### src/sv/lpmr_pkg.sv
package lpmr_pkg;

  // default sizes
  localparam int unsigned BufBytesDef = 4096;
  localparam int unsigned HdrBytesDef = 8;

  // capacity register after reset
  localparam logic [12:0] CapReset = 13'd4096;

  typedef enum logic [1:0] {
    OP_PUT_HDR  = 2'd0,
    OP_PUT_BYTE = 2'd1,
    OP_GET      = 2'd2,
    OP_DRAIN    = 2'd3
  } op_e;

  typedef enum logic [2:0] {
    ST_OK        = 3'd0,
    ST_FULL      = 3'd1,
    ST_EMPTY     = 3'd2,
    ST_TOO_SMALL = 3'd3,
    ST_PROTO     = 3'd4
  } status_e;

  typedef enum logic [1:0] {
    KIND_PLAIN = 2'd0,
    KIND_DRAIN = 2'd1,
    KIND_GET   = 2'd2
  } kind_e;

  typedef enum logic [2:0] {
    S_IDLE,
    S_HDR,
    S_DRAIN,
    S_CHECK,
    S_RD,
    S_CAP,
    S_EVAL,
    S_FIN
  } state_e;

  typedef struct packed {
    logic    accept;
    logic    hdr_start;
    logic    hdr_next;
    logic    put_byte;
    logic    walk_init;
    logic    walk_hdr;
    logic    walk_rd;
    logic    walk_cap;
    logic    walk_eval;
    logic    walk_take;
    logic    drain_pop;
    logic    out_load;
    status_e out_status;
    kind_e   out_kind;
  } cmd_t;

  typedef struct packed {
    logic put_err;
    logic put_full;
    logic put_open;
    logic hdr_single;
    logic hdr_last;
    logic drain_busy;
    logic used_zero;
    logic walk_go;
    logic avail_zero;
    logic byte_last;
    logic too_small;
    logic too_short;
  } sts_t;

endpackage

### src/sv/lpmr_ctrl.sv
module lpmr_ctrl (
  input  logic                 clk_i,
  input  logic                 rst_ni,
  input  logic                 in_valid_i,
  output logic                 in_stall_o,
  input  logic [1:0]           op_i,
  output logic                 out_valid_o,
  input  logic                 out_stall_i,
  input  lpmr_pkg::sts_t       sts_i,
  output lpmr_pkg::cmd_t       cmd_o
);

  lpmr_pkg::state_e state_q, state_d;
  lpmr_pkg::status_e fin_q, fin_d;
  logic out_valid_q;
  logic take;
  lpmr_pkg::cmd_t cmd;

  // take a word only when idle and the result slot frees up
  assign in_stall_o = !((state_q == lpmr_pkg::S_IDLE) && (!out_valid_q || !out_stall_i));
  assign take = in_valid_i && !in_stall_o;

  always_ff @(posedge clk_i or negedge rst_ni) begin
    if (!rst_ni) begin
      state_q     <= lpmr_pkg::S_IDLE;
      fin_q       <= lpmr_pkg::ST_OK;
      out_valid_q <= 1'b0;
    end else begin
      state_q <= state_d;
      fin_q   <= fin_d;
      if (cmd.out_load) begin
        out_valid_q <= 1'b1;
      end else if (!out_stall_i) begin
        out_valid_q <= 1'b0;
      end
    end
  end

  // next state and commands
  always_comb begin
    state_d = state_q;
    fin_d   = fin_q;
    cmd     = '0;
    cmd.out_status = lpmr_pkg::ST_OK;
    cmd.out_kind   = lpmr_pkg::KIND_PLAIN;
    unique case (state_q)
      lpmr_pkg::S_IDLE: begin
        if (take) begin
          cmd.accept = 1'b1;
          unique case (lpmr_pkg::op_e'(op_i))
            lpmr_pkg::OP_PUT_HDR: begin
              if (sts_i.put_err) begin
                cmd.out_load   = 1'b1;
                cmd.out_status = lpmr_pkg::ST_PROTO;
              end else if (sts_i.put_full) begin
                cmd.out_load   = 1'b1;
                cmd.out_status = lpmr_pkg::ST_FULL;
              end else begin
                cmd.hdr_start = 1'b1;
                if (sts_i.hdr_single) begin
                  cmd.out_load = 1'b1;
                end else begin
                  state_d = lpmr_pkg::S_HDR;
                end
              end
            end
            lpmr_pkg::OP_PUT_BYTE: begin
              cmd.out_load = 1'b1;
              if (!sts_i.put_open) begin
                cmd.out_status = lpmr_pkg::ST_PROTO;
              end else begin
                cmd.put_byte = 1'b1;
              end
            end
            lpmr_pkg::OP_GET: begin
              if (sts_i.put_open || sts_i.drain_busy) begin
                cmd.out_load   = 1'b1;
                cmd.out_status = lpmr_pkg::ST_PROTO;
              end else if (sts_i.used_zero) begin
                cmd.out_load   = 1'b1;
                cmd.out_status = lpmr_pkg::ST_EMPTY;
              end else begin
                cmd.walk_init = 1'b1;
                state_d = lpmr_pkg::S_CHECK;
              end
            end
            lpmr_pkg::OP_DRAIN: begin
              if (!sts_i.drain_busy) begin
                cmd.out_load   = 1'b1;
                cmd.out_status = lpmr_pkg::ST_PROTO;
              end else begin
                cmd.drain_pop = 1'b1;
                state_d = lpmr_pkg::S_DRAIN;
              end
            end
            default: ;
          endcase
        end
      end
      lpmr_pkg::S_HDR: begin
        cmd.hdr_next = 1'b1;
        if (sts_i.hdr_last) begin
          cmd.out_load = 1'b1;
          state_d = lpmr_pkg::S_IDLE;
        end
      end
      lpmr_pkg::S_DRAIN: begin
        cmd.out_load = 1'b1;
        cmd.out_kind = lpmr_pkg::KIND_DRAIN;
        state_d = lpmr_pkg::S_IDLE;
      end
      lpmr_pkg::S_CHECK: begin
        if (sts_i.walk_go && !sts_i.avail_zero) begin
          cmd.walk_hdr = 1'b1;
          state_d = lpmr_pkg::S_RD;
        end else begin
          cmd.out_load = 1'b1;
          cmd.out_kind = lpmr_pkg::KIND_GET;
          state_d = lpmr_pkg::S_IDLE;
        end
      end
      lpmr_pkg::S_RD: begin
        cmd.walk_rd = 1'b1;
        state_d = lpmr_pkg::S_CAP;
      end
      lpmr_pkg::S_CAP: begin
        cmd.walk_cap = 1'b1;
        state_d = sts_i.byte_last ? lpmr_pkg::S_EVAL : lpmr_pkg::S_RD;
      end
      lpmr_pkg::S_EVAL: begin
        cmd.walk_eval = 1'b1;
        if (sts_i.too_small) begin
          fin_d   = lpmr_pkg::ST_TOO_SMALL;
          state_d = lpmr_pkg::S_FIN;
        end else if (sts_i.too_short) begin
          fin_d   = lpmr_pkg::ST_OK;
          state_d = lpmr_pkg::S_FIN;
        end else begin
          cmd.walk_take = 1'b1;
          state_d = lpmr_pkg::S_CHECK;
        end
      end
      lpmr_pkg::S_FIN: begin
        cmd.out_load   = 1'b1;
        cmd.out_kind   = lpmr_pkg::KIND_GET;
        cmd.out_status = fin_q;
        state_d = lpmr_pkg::S_IDLE;
      end
      default: state_d = lpmr_pkg::S_IDLE;
    endcase
  end

  assign cmd_o       = cmd;
  assign out_valid_o = out_valid_q;

endmodule

### config.mk
export PLATFORM = sky130hd
export DESIGN_NAME = lpmr_ctrl
export DESIGN_NICKNAME = d
export VERILOG_FILES = /design/src/sv/lpmr_pkg.sv /design/src/sv/lpmr_ctrl.sv
export SDC_FILE = /design/constraint.sdc
export NUM_CORES = 1
export LEC_CHECK = 0
export BUFFER_PORTS_ARGS = -buffer_cell sky130_fd_sc_hd__clkbuf_2
export CAP_MARGIN = 20
export CORE_MARGIN = 5
export CORE_UTILIZATION = 30
export DETAILED_ROUTE_END_ITERATION = 8
export GPL_ROUTABILITY_DRIVEN = 0
export GPL_TIMING_DRIVEN = 0
export SLEW_MARGIN = 10
export SYNTH_ARGS = -nofsm -noshare
export SYNTH_HDL_FRONTEND = slang
export SYNTH_SLANG_ARGS = --single-unit
### constraint.sdc
create_clock -name clk_i -period 2.08 [get_ports clk_i]
set_clock_uncertainty 0.1 [all_clocks]
set_input_delay 0.312 -clock clk_i [delete_from_list [all_inputs] [get_ports clk_i]]
set_output_delay 0.312 -clock clk_i [all_outputs]
set_load 0.01 [all_outputs]
# [Word level (Yosys, flattened, before mapping)]
# Index checks and enable logic that the tools add are counted.
# W data, S select, Z words.
[totals] register_bits=7 latch_bits=0 ram_bits=0 rom_bits=0 in_bits=18 out_inout_bits=19 n_memories=0
[classes] n_addsub=0 mul=0 div_mod_pow=0 n_lt_le_gt_ge=0 eq_ne=20 shifts=0 n_mux=57 bitwise=0 reduce_logical=15
[op_table] cell="$mux W3" count=14
[op_table] cell="$mux W1" count=25
[op_table] cell="$pmux W3 S7" count=1
[op_table] cell="$ne A3 B3 Y1 const B" count=6
[op_table] cell="$mux W4" count=4
[op_table] cell="$pmux W4 S4" count=1
[op_table] cell="$mux W2" count=7
[op_table] cell="$eq A3 B3 Y1 const B" count=4
[op_table] cell="$pmux W3 S3" count=1
[op_table] cell="$reduce_and A9 Y1" count=1
[op_table] cell="$eq A3 B2 Y1 const B" count=2
[op_table] cell="$pmux W2 S3" count=1
[op_table] cell="$pmux W3 S2" count=1
[op_table] cell="$mux W5" count=1
[op_table] cell="$eq A2 B2 Y1 const B" count=2
[op_table] cell="$logic_not A1 Y1" count=4
[op_table] cell="$ne A2 B2 Y1 const B" count=2
[op_table] cell="$ne A4 B1 Y1 const B" count=1
[op_table] cell="$pmux W1 S4" count=1
[op_table] cell="$eq A3 B1 Y1 const B" count=1
[op_table] cell="$logic_and A1 B1 Y1" count=3
[op_table] cell="$logic_not A3 Y1" count=1
[op_table] cell="$eq A2 B1 Y1 const B" count=1
[op_table] cell="$logic_not A2 Y1" count=1
[op_table] cell="other kinds (5)" count=6

# [Longest topological paths before layout]
[logic_depth] word_depth=7 depth_mapped=6

# [Least setup slack after synthesis]
# Ideal clock, no wire load.
[synth_path] path_type="reg2out" from="reg out_valid_q (netlist: out_valid_o)" to="out cmd_o[3] in the netlist's numbering" t_arrival_ns=1.416 required_time_ns=1.668 path_slack_ns=0.252 stages_incl_launch_ff=6 path_buffers=0 cell_sequence="dfrtp_1 -> a21oi_1 -> nand3_1 -> inv_1 -> nand2_1 -> o32ai_1"
[synth_lines] element="from (decl)" line_no="lpmr_ctrl.sv:15" source="logic out_valid_q;"
[synth_lines] element="from (signal assigned)" line_no="lpmr_ctrl.sv:27" source="out_valid_q <= 1'b0;"
[synth_lines] element="from (signal assigned)" line_no="lpmr_ctrl.sv:32" source="out_valid_q <= 1'b1;"
[synth_lines] element="from (signal assigned)" line_no="lpmr_ctrl.sv:34" source="out_valid_q <= 1'b0;"
[synth_lines] element="to (decl)" line_no="lpmr_ctrl.sv:10" source="output lpmr_pkg::cmd_t cmd_o"

==> results.md <==
* Final Cell Area at 762 um2
* Setup tns final at 0 ns
* Clock share of power at 18.4%
* Die X at 50.0 um
* Slew Limit Fails at 0
* Die area at 2500 um2
* Area Growth Syn to Fin at 59.0%
* Root buffer cell: clkbuf_4
* Sequence of cells on the critical path: nor2_4 -> nand3_2 -> inv_2 -> nand2_2 -> o32ai_2 -> buf_2
* CTS sink count at 5
* Setup violators final at 0
* CTS tree: done
* Final nets at 132
* DRT Wirelength at 1.58 mm
* Ant diodes at 0
* Synth Net Count at 89
* Via density per instance at 5.15
* Core box area at 1510 um2
* Sequential share of power at 25.4%
* Port-buffer cells at 36
* Yosys reg bits at 5
* Hold WC Path Type: in2reg
* CP max stage cell: dfrtp_1
* Netlist Area Pre-Place at 479 um2
* Hold slack at 0.229 ns
* Post-synth top area share at 26.1%
* H-tree depth at 1
* Period utilization at 95.4%
* Rel. slew slack at 79.9%
* Initial core utilization at 31.8%
* DP Cell Count at 123
* Yosys Warn Count at 0
* Pleak at 0.403 nW
* First-pass GRT wire length at 2.58 mm
* Core Util, Final at 50.6%
* Mapped Cells at 71
* Power Total at 0.636 mW
* CTS Buffer Depth at 2
* Placed cell area at 679 um2
* Worst path required time at 1.67 ns
* DR pass1 iterations at 4
* Placement Setup Slack at 0.0833 ns
* RSZ-0062 raised after global routing: no
* Critical path type: reg2out
* Vias in the first global route at 629
* Non-Filler Instances at 129
* Ports at 37
* Total track usage at 13.0%
* Remaining antenna violation count at 0
* Wire length per cell at 12.3 um
* Iteration-0 DRC Markers at 5
* Inserted Clock Buffers at 3
* Ranking of synthesized cells by area: dfrtp_1 (26%), nand2_1 (8.6%), o21ai_0 (8.4%)
* Outcome: complete, no violations
* Clock Latency Late Sink at 0.25 ns
* Internal Power at 0.356 mW
* Sw Ratio at 44.1%
* CP Data Arrival Time at 1.57 ns
* Max FO, Critical Path at 7
* Setup crit start kind: flop
* Netlist cell types at 27
* Gate power share at 56.2%
* CP max stage delay at 0.47 ns
* FP Rows at 14
* VDD IR max at 0.418 mV
* Worst Tran Pin Value at 0.299 ns
* Final worst slack at 0.0965 ns
* Max-Cap Viols at 0
* Maximum clock rate at 0.504 GHz
* Largest net degree at the start of global routing at 11
* Mean Syn Cell Area at 6.75 um2
* HPWL Detailed at 1.30 mm
* Post-route DRC at 0
* Post-layout min period at 1.98 ns
* Net switching power at 0.280 mW
* Die Ht at 50.0 um
* Clock-pin slew on the worst setup and hold paths at 0.05 ns
* DR vias at 664
* Fin. Hold Viols at 0
* Seq/Total Area, Yosys at 26.1%
* Initial antenna violation count at 0
* Synth area leader: dfrtp_1
* Share of cells above drive strength 1 at 44.2%
* GRT Residual Overflow at 0
* Power Density at 835 nW/um2
* Critical Path Sink Type: primary output
[critical path: cells and delay by family (launching register included)]
| kind | cells | cell delay [ns] |
|---|---|---|
| compound gates | 1 | 0.24 |
| buf+inv | 2 | 0.28 |
| flops | 1 | 0.47 |
| simple gates | 3 | 0.34 |
[power groups by stage]
stage | Clock (mW) | Combinational, mW | Sequential, mW
floorplan | 0 | 0.197 | 0.154
global placement | 0 | 0.325 | 0.151
detailed placement | 0 | 0.326 | 0.154
CTS | 0.119 | 0.340 | 0.155
global route | 0.127 | 0.398 | 0.167
finish | 0.117 | 0.358 | 0.162
[timing repair]
item / in CTS / in global routing
hold endpoints to repair: 5 / 0
pin swaps: 0 / 3
setup endpoints to repair: 3 / 3
gates resized for setup: 5 / 6
buffers inserted: 0 / 1
hold buffers: 1 / 0
[per-layer routing]
metal  global-route usage [%]  share of wire, %  vias up
li1                         -                 -      342
met2                     20.8                46       31
met1                     15.2                43      287
met4                     7.86               2.3        0
met5                        0                 0        -
met3                     3.31               8.8        4
[kinds of logic after synthesis]
logic type	count (synthesis)	share of synthesized area [%]
AOI/OAI and AO/OA	18	23.2
buffers and inverters	6	6.26
DFF	5	26.1
and+or+nand+nor	42	44.4
[layout by cell type, fill, tap and decap left out, types with 2 or more instances in the layout]
cell type and n:
a31oi_1 2, and2_1 3, and3_1 2, clkbuf_2 36, clkbuf_4 3, dfrtp_1 5
inv_1 3, nand2_1 10, nand3_1 2, nor2_1 10, nor3_1 4, nor4_1 2
o21ai_0 8
[final cells by class]
class / instances / area [um2]
Sequential cell: 5 / 125
Tap cell: 16 / 20.0
Buffer: 2 / 16.3
Inverter: 4 / 15.0
Fill cell: 162 / 744
Timing Repair Buffer: 38 / 198
Clock buffer: 4 / 26.3
Multi-Input combinational cell: 60 / 362
[path summary, 6_finish.rpt]
check / to / slack (ns) / cells after the start / start
max in group asynchronous: fin_q[0] / 1.40 / 2 / rst_ni
min in group asynchronous: state_q[1] / 0.33 / 2 / rst_ni
max: cmd_o[3] / 0.1 / 6 / state_q[1]
min: out_valid_o / 0.23 / 3 / out_stall_i
min reg2reg: fin_q[0] / 0.43 / 1 / fin_q[0]
max reg2reg: fin_q[0] / 0.63 / 5 / state_q[0]
[synth_stat cells, drive strengths merged]
cell	count
nand3	3
a22o	1
nor2b	1
nand2b	1
nor3	4
o32ai	1
dfrtp	5
o21ai	9
nand2	11
and2	3
nor3b	1
buf	1
nor2	11
and3	2
nor4	2
a21o	1
a31oi	2
clkbuf	1
or3	1
or4b	1
inv	4
a41o	1
or4	1
a21oi	3
[registers in the layout, indices dropped and copies added, names as in the netlist]
name	flops
state_q	3
fin_q	1
out_valid_o	1
(Power assumes the default switching activity.)
